--- src/hdl/ouart_pkg.sv ---
// shared types and constants for the oversampled uart transmitter
package ouart_pkg;

    localparam int unsigned LEN_W  = 7;
    localparam int unsigned IDX_W  = 6;
    localparam int unsigned DATA_W = 8;

    typedef enum logic [1:0] {
        REQ_TICK   = 2'd0,
        REQ_WRITE  = 2'd1,
        REQ_COMMIT = 2'd2
    } req_t;

    typedef struct packed {
        logic line_level;
        logic accepted;
        logic busy_res;
    } result_t;

endpackage

--- src/hdl/oversampled_uart_transmitter.sv ---
// top level: message buffer, frame sequencer and result output
//
//   channel | handshake            | fields
//   --------+----------------------+-------------------------------------------
//   in      | in_valid / in_stall  | req_type, byte_index, data_byte, msg_length
//   out     | out_valid / out_stall| line_level, accepted, busy_res
//
// one word is taken per clock while in_stall is low; its result is registered.
// the next buffer byte is registered from the message memory in advance, so a
// frame load on a tick sees it without a combinational memory read.
// reset clears all control state and sets the line idle high; the message
// memory is not cleared.
// a stalled output keeps its word; one more word goes to the skid stage and
// then in_stall rises until the output drains.
module oversampled_uart_transmitter #(
    parameter int unsigned BUF_BYTES    = 64,
    parameter int unsigned LEAD_SUBBITS = 3,
    parameter int unsigned BIT_SUBBITS  = 5,
    parameter int unsigned STOP_SUBBITS = 2
) (
    input  logic       clk,
    input  logic       rst_n,
    input  logic       in_valid,
    output logic       in_stall,
    input  logic [1:0] req_type,
    input  logic [5:0] byte_index,
    input  logic [7:0] data_byte,
    input  logic [6:0] msg_length,
    output logic       out_valid,
    input  logic       out_stall,
    output logic       line_level,
    output logic       accepted,
    output logic       busy_res
);

    localparam int unsigned FRAME = LEAD_SUBBITS + 9 * BIT_SUBBITS + STOP_SUBBITS;
    localparam int unsigned SPW   = $clog2(FRAME + 1);
    localparam int unsigned AW    = (BUF_BYTES > 1) ? $clog2(BUF_BYTES) : 1;
    localparam int unsigned LW    = ouart_pkg::LEN_W;
    localparam int unsigned DW    = ouart_pkg::DATA_W;

    logic [DW-1:0]  store_mem [BUF_BYTES];
    logic [DW-1:0]  rd_data_reg;

    logic [LW-1:0]  msg_len_reg,  msg_len_next;
    logic [LW-1:0]  next_pos_reg, next_pos_next;
    logic [DW-1:0]  cur_byte_reg, cur_byte_next;
    logic [SPW-1:0] subbit_reg,   subbit_next;
    logic           frame_active_reg, frame_active_next;
    logic           pin_reg,      pin_next;

    logic           in_fire;
    logic           wr_en;
    logic           acc;
    logic           frame_done;
    logic           load;
    logic [DW-1:0]  lvl_byte;
    logic [SPW-1:0] lvl_pos;
    logic           lvl;
    ouart_pkg::result_t res;
    ouart_pkg::result_t out_word;

    // line level of sub-bit pos within the frame carrying byte b
    function automatic logic level_of(input logic [DW-1:0] b, input logic [SPW-1:0] pos);
        logic l;
        l = 1'b1;
        if (pos >= SPW'(LEAD_SUBBITS))
            l = 1'b0;
        for (int i = 0; i < 8; i++)
        begin
            if (pos >= SPW'(LEAD_SUBBITS + BIT_SUBBITS * (i + 1)))
                l = b[i];
        end
        if (pos >= SPW'(LEAD_SUBBITS + 9 * BIT_SUBBITS))
            l = 1'b1;
        return l;
    endfunction

    assign in_fire    = in_valid && !in_stall;
    assign frame_done = !frame_active_reg || (subbit_reg >= SPW'(FRAME));
    assign load       = frame_done && (msg_len_reg != '0) && (next_pos_reg < msg_len_reg);
    assign lvl_byte   = load ? rd_data_reg : cur_byte_reg;
    assign lvl_pos    = load ? '0 : subbit_reg;
    assign lvl        = level_of(lvl_byte, lvl_pos);

    always_comb
    begin
        msg_len_next      = msg_len_reg;
        next_pos_next     = next_pos_reg;
        cur_byte_next     = cur_byte_reg;
        subbit_next       = subbit_reg;
        frame_active_next = frame_active_reg;
        pin_next          = pin_reg;
        wr_en             = 1'b0;
        acc               = 1'b0;
        if (in_fire)
        begin
            unique case (ouart_pkg::req_t'(req_type))
                ouart_pkg::REQ_TICK:
                begin
                    if (frame_done)
                    begin
                        if (load)
                        begin
                            cur_byte_next     = rd_data_reg;
                            next_pos_next     = next_pos_reg + LW'(1);
                            frame_active_next = 1'b1;
                            subbit_next       = SPW'(1);
                            pin_next          = lvl;
                        end
                        else
                        begin
                            next_pos_next = '0;
                            msg_len_next  = '0;
                        end
                    end
                    else
                    begin
                        pin_next    = lvl;
                        subbit_next = subbit_reg + SPW'(1);
                    end
                end
                ouart_pkg::REQ_WRITE:
                begin
                    if ((msg_len_reg == '0) && ({1'b0, byte_index} < LW'(BUF_BYTES)))
                    begin
                        wr_en = 1'b1;
                        acc   = 1'b1;
                    end
                end
                ouart_pkg::REQ_COMMIT:
                begin
                    if ((msg_len_reg == '0) && (msg_length != '0)
                        && (msg_length <= LW'(BUF_BYTES)))
                    begin
                        msg_len_next  = msg_length;
                        next_pos_next = '0;
                        acc           = 1'b1;
                    end
                end
                default:
                begin
                end
            endcase
        end
    end

    always_ff @(posedge clk or negedge rst_n)
    begin
        if (!rst_n)
        begin
            msg_len_reg      <= '0;
            next_pos_reg     <= '0;
            cur_byte_reg     <= '0;
            subbit_reg       <= '0;
            frame_active_reg <= 1'b0;
            pin_reg          <= 1'b1;
        end
        else
        begin
            msg_len_reg      <= msg_len_next;
            next_pos_reg     <= next_pos_next;
            cur_byte_reg     <= cur_byte_next;
            subbit_reg       <= subbit_next;
            frame_active_reg <= frame_active_next;
            pin_reg          <= pin_next;
        end
    end

    // message memory, read ahead at the position of the next load
    always_ff @(posedge clk)
    begin
        if (wr_en)
            store_mem[byte_index[AW-1:0]] <= data_byte;
        rd_data_reg <= store_mem[next_pos_next[AW-1:0]];
    end

    assign res.line_level = pin_next;
    assign res.accepted   = acc;
    assign res.busy_res   = (msg_len_next != '0);

    ouart_skid u_skid (
        .clk       (clk),
        .rst_n     (rst_n),
        .in_fire   (in_fire),
        .res       (res),
        .in_stall  (in_stall),
        .out_valid (out_valid),
        .out_stall (out_stall),
        .out_word  (out_word)
    );

    assign line_level = out_word.line_level;
    assign accepted   = out_word.accepted;
    assign busy_res   = out_word.busy_res;

endmodule

--- src/hdl/ouart_skid.sv ---
// output register with skid stage for the result words
module ouart_skid (
    input  logic              clk,
    input  logic              rst_n,
    input  logic              in_fire,
    input  ouart_pkg::result_t res,
    output logic              in_stall,
    output logic              out_valid,
    input  logic              out_stall,
    output ouart_pkg::result_t out_word
);

    logic              out_valid_reg;
    logic              out_valid_next;
    logic              skid_valid_reg;
    logic              skid_valid_next;
    ouart_pkg::result_t out_word_reg;
    ouart_pkg::result_t out_word_next;
    ouart_pkg::result_t skid_word_reg;
    ouart_pkg::result_t skid_word_next;
    logic              out_free;

    assign out_free = !out_valid_reg || !out_stall;

    always_comb
    begin
        out_valid_next  = out_valid_reg;
        skid_valid_next = skid_valid_reg;
        out_word_next   = out_word_reg;
        skid_word_next  = skid_word_reg;
        if (out_free)
        begin
            if (skid_valid_reg)
            begin
                out_word_next   = skid_word_reg;
                out_valid_next  = 1'b1;
                skid_valid_next = 1'b0;
            end
            else if (in_fire)
            begin
                out_word_next  = res;
                out_valid_next = 1'b1;
            end
            else
            begin
                out_valid_next = 1'b0;
            end
        end
        else if (in_fire)
        begin
            // output held, park the new word
            skid_word_next  = res;
            skid_valid_next = 1'b1;
        end
    end

    always_ff @(posedge clk or negedge rst_n)
    begin
        if (!rst_n)
        begin
            out_valid_reg  <= 1'b0;
            skid_valid_reg <= 1'b0;
        end
        else
        begin
            out_valid_reg  <= out_valid_next;
            skid_valid_reg <= skid_valid_next;
        end
    end

    always_ff @(posedge clk)
    begin
        out_word_reg  <= out_word_next;
        skid_word_reg <= skid_word_next;
    end

    assign in_stall  = skid_valid_reg;
    assign out_valid = out_valid_reg;
    assign out_word  = out_word_reg;

endmodule
--- config.mk ---
export PLATFORM = sky130hd
export DESIGN_NAME = oversampled_uart_transmitter
export DESIGN_NICKNAME = d
export VERILOG_FILES = /design/src/hdl/ouart_pkg.sv /design/src/hdl/oversampled_uart_transmitter.sv /design/src/hdl/ouart_skid.sv
export SDC_FILE = /design/constraint.sdc
export NUM_CORES = 1
export LEC_CHECK = 0
export ABC_AREA = 0
export CAP_MARGIN = 10
export CELL_PAD_IN_SITES_DETAIL_PLACEMENT = 2
export CELL_PAD_IN_SITES_GLOBAL_PLACEMENT = 2
export CORE_MARGIN = 5
export CORE_UTILIZATION = 29
export DETAILED_ROUTE_END_ITERATION = 8
export DONT_BUFFER_PORTS = 1
export GPL_TIMING_DRIVEN = 0
export PLACE_DENSITY = 0.65
export SETUP_SLACK_MARGIN = 0.02
export SYNTH_ARGS = -nofsm -noshare
export SYNTH_HDL_FRONTEND = slang
export SYNTH_SLANG_ARGS = --single-unit
export TNS_END_PERCENT = 5
--- constraint.sdc ---
create_clock -name clk -period 3.9 [get_ports clk]
set_input_delay 0.585 -clock clk [delete_from_list [all_inputs] [get_ports clk]]
set_output_delay 0.585 -clock clk [all_outputs]
set_load 0.05 [all_outputs]
==> flow_metrics.env, run 1 <==
export IMPL_numCtsBuffers=59
export IMPL_ant_nets=0
export IMPL_cpPeakStageDelay_ns=0.56
export IMPL_grt_overflow_total=0
export IMPL_ir_drop_v=0.000398
export IMPL_drc=0
export IMPL_worstPathRequired_ns=4.24
export IMPL_avgViaCountPerCell=5.25
export IMPL_slew_headroom_pct=32.7
export IMPL_htree_levels=2
export IMPL_cp_cell_sequence="or4_4, nor4_4, buf_4, a31oi_4, o21a_4, nor2_4, inv_6, buf_6, mux2_4, o2111ai_4, o22ai_2, a2111oi_4, nand4_1"
export IMPL_grt_total_usage_pct=18.4
export IMPL_syn_to_final_growth_pct=21.7
export IMPL_critPathKind="flop to flop"
export IMPL_yosysTopAreaCellShare_pct=67.8
export IMPL_grt_pass1_vias=16700
export IMPL_synth_cell_type_count=70
export IMPL_dieWidth_um=291
export IMPL_rsz0062_at_grt="true"
export IMPL_critical_path_top_delay_family="simple AND/OR/NAND/NOR gates"
export IMPL_violations="negative setup slack"
export IMPL_fin_crit_ns=4.16
export IMPL_hpwlAfterDp_mm=50.5
export IMPL_status="finished with violations"
export IMPL_synthesis_instances=1679
export IMPL_arrival_ns=4.50
export IMPL_setup_viol=197
export IMPL_powerDensity_mw_per_mm2=622
export IMPL_fill_cells=7952
export IMPL_leakagePower_nw=8.91
export IMPL_largest_register_ffs=512
export IMPL_nets=1828
export IMPL_cts_sinks=558
export IMPL_grt_pass1_wl_mm=116
export IMPL_dr_pass1_iters=5
export IMPL_final_cell_mix="edfxtp_1, nand2_1, nand3_1, mux2i_1, buf_4"
export IMPL_start_util_pct=29.1
export IMPL_wirelength_mm=80.2
export IMPL_core_area_mm2=0.0787
export IMPL_die_area_mm2=0.0848
export IMPL_post_place_ws_ns=-2.06
export IMPL_grt_max_degree=65
export IMPL_clock_path_buffers=3
export IMPL_cp_num_buf_inv=3
export IMPL_cp_max_fo=7
export IMPL_numPortBuffers=0
export IMPL_worst_pin_slew_ns=1.01
export IMPL_drv_cap=0
export IMPL_slew_viol_final=0
export IMPL_num_rows=103
export IMPL_p_total_mw=17.4
export IMPL_synth_area_mm2=0.0229
export IMPL_crit_path_end_kind="flop"
export IMPL_die_h_um=291
export IMPL_fmax_mhz=241
export IMPL_mostFrequentLayoutCell="edfxtp_1"
export IMPL_synth_seq_cells=558
export IMPL_antenna_found_initial=4
export IMPL_post_route_cell_area_mm2=0.0279
export IMPL_io_pins=32
export IMPL_place_area_mm2=0.0243
export IMPL_wl_per_cell_um=27.8
export IMPL_path_clk_slew_ns=0.06
export IMPL_initialDrtViolationCount=1206
export IMPL_drive_gt1_share_pct=22.2
export IMPL_yosysSeqAreaShare_pct=72.0
export IMPL_final_hold_viol_count=0
export IMPL_syn_nets=1718
export IMPL_synth_edff_count=518
export IMPL_vias=15200
export IMPL_ys_async_sr_fraction_pct=5.73
export IMPL_clockRootBuffer="clkbuf_16"
export IMPL_clk_latency_ns=0.66
export IMPL_syn_avg_cell_area_um2=13.7
export IMPL_yosys_warnings=0
export IMPL_fin_crit_sh_pct=107
export IMPL_timing_final_ws_setup_ns=-0.257
export IMPL_worst_path_max_delay_cell="or4_4"
export IMPL_min_path_type="input port to flop"
export IMPL_start_kind="flop"
export IMPL_ys_top_cells_by_area="edfxtp_1, nand2_1, mux2i_1, dfrtp_1, nand3_1"
export IMPL_skew_ns=0.0603
export IMPL_synth_largest_area_cell="edfxtp_1"
export IMPL_ys_flop_type="edfxtp_1"
export IMPL_cts_tree="yes"
export IMPL_gp_congestion=0.817
-- worst paths after layout --
check	start	to	slack, ns	cells after the start
min in group asynchronous	rst_n	msg_len_reg[2]	0.42	2
max reg2reg	msg_len_reg[1]	rd_data_reg[2]	-0.26	13
min reg2reg	rd_data_reg[6]	cur_byte_reg[6]	0.44	2
max in group asynchronous	rst_n	pin_reg	3.22	2
max	msg_len_reg[1]	rd_data_reg[2]	-0.26	13
min	data_byte[6]	store_mem[37][6]	0.03	0
-- power by group --
| group | leakage [nW] | internal, mW | switching, mW |
|---|---|---|---|
| sequential | 5.12 | 6.74 | 0.193 |
| combinational | 2.85 | 1.68 | 3.08 |
| clock | 0.940 | 3.20 | 2.48 |
-- layout make-up --
| type | instances | area, µm² | area share, % |
|---|---|---|---|
| inverters | 20 | 80.1 | 0.287 |
| repair buffers | 49 | 462 | 1.65 |
| diodes | 1 | 2.50 | 0.00896 |
| plain buffers | 94 | 748 | 2.68 |
| well taps | 1050 | 1310 | 4.70 |
| multi-input cells | 1007 | 6890 | 24.7 |
| flip-flops and latches | 558 | 16500 | 59.2 |
| clock inverters | 36 | 380 | 1.36 |
| clock buffers | 75 | 1540 | 5.50 |
-- synthesized netlist by cell type, types with 4 or more instances --
cell type    n
nor2_1     103
inv_1       19
buf_1        7
edfxtp_1   518
nand3b_1     6
a41oi_1      7
nand2_1    302
nor4_1       5
o21ai_0     46
mux2_2       8
o2111ai_1    8
dfrtp_1     31
buf_6        6
nand4_1     43
a221oi_1    17
dfxtp_1      8
a2111oi_2    6
a21oi_1     34
nor2b_1      7
and3_1      18
buf_4       13
o22ai_1     17
buf_2       36
a31oi_1     29
nand2b_1     4
ha_1        12
a32oi_1     34
nor3_1      19
clkbuf_1    32
nand3_1    139
mux2i_1     84
-- cells by family (layout without fill, tap and decap cells) --
family / Yosys count / after routing / share of synthesized area (%)
buffers and inverters: 114 / 274 / 2.47
xor gates and xnor gates: 3 / 3 / 0.115
other: 0 / 1 / 0
muxes: 95 / 95 / 4.20
and+or+nand+nor: 664 / 664 / 13.1
AOI/OAI and AO/OA: 233 / 233 / 7.49
adders and majority gates: 12 / 12 / 0.654
DFF: 558 / 558 / 72.0
-- repair_timing --
action	CTS	global route
buffers inserted	42	3
pin swaps	44	14
hold endpoints to repair	32	0
hold buffers	2	0
setup endpoints to repair	435	504
cloned	2	0
resized for setup	271	52
-- metal layers --
| metal | wire length, µm | share of wire (%) | global-route usage [%] | vias to the layer above |
|---|---|---|---|---|
| met2 | 40700 | 51 | 32.4 | 377 |
| met3 | 3890 | 4.9 | 3.17 | 136 |
| li1 | - | - | - | 6629 |
| met5 | 27 | 0.034 | 0 | - |
| met4 | 2760 | 3.4 | 6.39 | 4 |
| met1 | 32800 | 41 | 22.9 | 8013 |
-- per-stage QoR --
| stage | hold slack [ns] | cells | setup TNS, ns | utilization (%) |
|---|---|---|---|---|
| 6_report | 0.0348 | 2890 | -18.96 | 35.5 |
| 2_1_floorplan | 0.289 | 1679 | 0 | - |
| 3_5_place_dp | 0.291 | 2729 | -72.66 | 30.8 |
| 5_1_grt | 0.00416 | 2890 | -80.96 | 35.5 |
| 4_1_cts | 0.00120 | 2886 | -18.67 | 35.3 |
| 3_3_place_gp | 0.291 | 2729 | -38.74 | 30.8 |
Note: power is estimated with default switching activity, not from simulation.
==> inputs of run 2 (changes only) <==
--- a/config.mk
+++ b/config.mk
@@ -9,7 +9,6 @@
 export CAP_MARGIN = 10
 export CELL_PAD_IN_SITES_DETAIL_PLACEMENT = 2
 export CELL_PAD_IN_SITES_GLOBAL_PLACEMENT = 2
-export CORE_MARGIN = 5
 export CORE_UTILIZATION = 29
 export DETAILED_ROUTE_END_ITERATION = 8
 export DONT_BUFFER_PORTS = 1
==> constraint.sdc (replaced) <==
create_clock -name clk -period 4.1 [get_ports clk]
set_input_delay 0.615 -clock clk [delete_from_list [all_inputs] [get_ports clk]]
set_output_delay 0.615 -clock clk [all_outputs]
set_load 0.05 [all_outputs]
==> run 2 against run 1 <==
Effect of this change:
- the run still ends with negative setup slack left
- via count rose by 0.46%
- sequential power is 4.9% lower
- total power shrank 5.1%
- maximum frequency shrank 0.18%
- cell count increased by 0.35%
- clock skew shrank 0.040 ns
- design area fell by 0.78%
- highest routed layer unchanged
==> flow_metrics.env, run 2 (same netlist as run 1, synthesis figures left out) <==
export IMPL_htree_levels=2
export IMPL_grt_max_degree=65
export IMPL_wl_met3_mm=3.42
export IMPL_crit_cells=14
export IMPL_core_area_mm2=0.0778
export IMPL_die_area_mm2=0.0802
export IMPL_critPathKind="flop to flop"
export IMPL_layoutNonFillerInstCount=2900
export IMPL_crit_path_frequent_cell="buf_6"
export IMPL_initialDrtViolationCount=940
export IMPL_wl_met2_mm=40.3
export IMPL_switchingPower_mw=5.45
export IMPL_switching_share_pct=33.0
export IMPL_path_clk_slew_ns=0.06
export IMPL_status="finished with violations"
export IMPL_drive_gt1_share_pct=18.2
export IMPL_numPortBuffers=0
export IMPL_dr_pass1_iters=5
export IMPL_power_frac_comb_pct=27.6
export IMPL_clockRootBuffer="clkbuf_16"
export IMPL_final_core_util_pct=35.6
export IMPL_diodes=0
export IMPL_cts_tree="yes"
export IMPL_leakagePower_nw=8.96
export IMPL_met1_length_mm=33.4
export IMPL_fin_crit_sh_pct=102
export IMPL_hpwlAfterDp_mm=50.8
export IMPL_min_path_type="input port to flop"
export IMPL_top_layer="met5"
export IMPL_p_seq_share_pct=40.0
export IMPL_grt_pass1_vias=16500
export IMPL_powerDensity_mw_per_mm2=595
export IMPL_antenna_found_initial=3
export IMPL_critical_path_top_delay_family="simple AND/OR/NAND/NOR gates"
export IMPL_ir_drop_v=0.000348
export IMPL_mostFrequentLayoutCell="edfxtp_1"
export IMPL_drc=0
export IMPL_fin_crit_ns=4.16
export IMPL_start_util_pct=29.5
export IMPL_ant_nets=0
export IMPL_slew_headroom_pct=32.0
export IMPL_avgViaCountPerCell=5.25
export IMPL_vias=15200
export IMPL_dieWidth_um=283
export IMPL_largest_register_ffs=512
export IMPL_dp_cells=2719
export IMPL_rsz0062_at_grt="true"
export IMPL_final_hold_viol_count=0
export IMPL_gp_congestion=0.836
export IMPL_grt_pass1_wl_mm=114
export IMPL_fmax_mhz=240
export IMPL_setup_viol=3
export IMPL_worst_path_max_delay_cell="or4_4"
export IMPL_arrival_ns=4.52
export IMPL_final_cell_mix="edfxtp_1, nand2_1, nand3_1, nor2_1, mux2i_1"
export IMPL_syn_to_final_growth_pct=20.8
export IMPL_cp_max_fo=7
export IMPL_wirelength_mm=79.2
export IMPL_drv_cap=0
export IMPL_r2r_cells=14
export IMPL_holdPathStages=0
export IMPL_cpPeakStageDelay_ns=0.51
export IMPL_p_clk_share_pct=32.4
export IMPL_clk_latency_ns=0.65
export IMPL_cp_num_buf_inv=4
export IMPL_grt_overflow_total=0
export IMPL_numCtsBuffers=61
export IMPL_p_int_mw=11.0
export IMPL_num_rows=102
export IMPL_holdWs_ns=0.0682
export IMPL_io_pins=32
export IMPL_start_kind="flop"
export IMPL_clock_path_buffers=3
export IMPL_grt_total_usage_pct=19.3
export IMPL_cp_cell_sequence="or4_4, nor4_4, buf_6, a31oi_4, or2_1, buf_6, a221oi_4, buf_6, nor3_4, buf_12, nand4_1, o22ai_2, a2111oi_4, nand4_1"
export IMPL_die_h_um=283
export IMPL_worstPathRequired_ns=4.46
export IMPL_wl_per_cell_um=27.3
export IMPL_timing_final_ws_setup_ns=-0.0646
export IMPL_crit_path_end_kind="flop"
export IMPL_worst_pin_slew_ns=1.02
export IMPL_nets=1851
export IMPL_cts_sinks=558
export IMPL_violations="negative setup slack"
export IMPL_fin_tns_setup_ns=-0.0960
export IMPL_slew_viol_final=0
export IMPL_skew_ns=0.0200
## run 2: power by group through the flow
stage	sequential (mW)	combinational, mW	clock, mW
final	6.60	4.55	5.35
after global routing	6.62	4.81	5.64
after CTS	6.61	4.12	5.45
after detailed placement	6.72	3.51	0
after global placement	6.71	3.41	0
after floorplan	6.66	2.07	0
## run 2: final timing paths
check	start	endpoint	slack (ns)
min	data_byte[6]	store_mem[56][6]	0.07
max	msg_len_reg[2]	rd_data_reg[1]	-0.06
max in group asynchronous	rst_n	pin_reg	3.39
min reg2reg	rd_data_reg[6]	cur_byte_reg[6]	0.43
max reg2reg	msg_len_reg[2]	rd_data_reg[1]	-0.06
min in group asynchronous	rst_n	msg_len_reg[5]	0.46
## run 2: what timing repair did
action	CTS	global route
pin swaps	36	34
endpoints found under the hold margin	32	0
endpoints found under the setup margin	98	65
gates resized for setup	149	63
gates cloned	1	2
buffers inserted	39	29
hold buffers	2	0
## run 2: final cells by class
type                    count  area [µm²]
flip-flops and latches    558       16500
repair buffers             73         644
inverters                  20        77.6
fillers                  7965       50100
clock inverters            37         284
well taps                1040        1300
multi-input cells        1007        6550
plain buffers              91         712
clock buffers              74        1620
## run 2: layer usage
metal	up-vias	global-route usage (%)
li1	6660	-
met1	8074	24.4
met2	382	34.2
met3	111	2.80
met4	2	5.47
met5	-	0
## run 2: stage by stage
stage | instance area (µm²) | total power [mW] | worst slack, ns
2_1_floorplan | 22900 | 8.74 | 0.550
3_5_place_dp | 24200 | 10.2 | -1.31
3_3_place_gp | 24200 | 10.1 | -1.23
5_1_grt | 27700 | 17.1 | -0.139
6_report | 27700 | 16.5 | -0.0646
4_1_cts | 27200 | 16.2 | -0.0399
## run 2: worst reg2reg max path, delay by kind of cell, from the launching register on
family / cells / cell delay (ns)
and+or+nand+nor: 6 / 1.75
AOI/OAI and AO/OA: 4 / 1.07
buffers and inverters: 4 / 0.64
DFF: 1 / 0.42
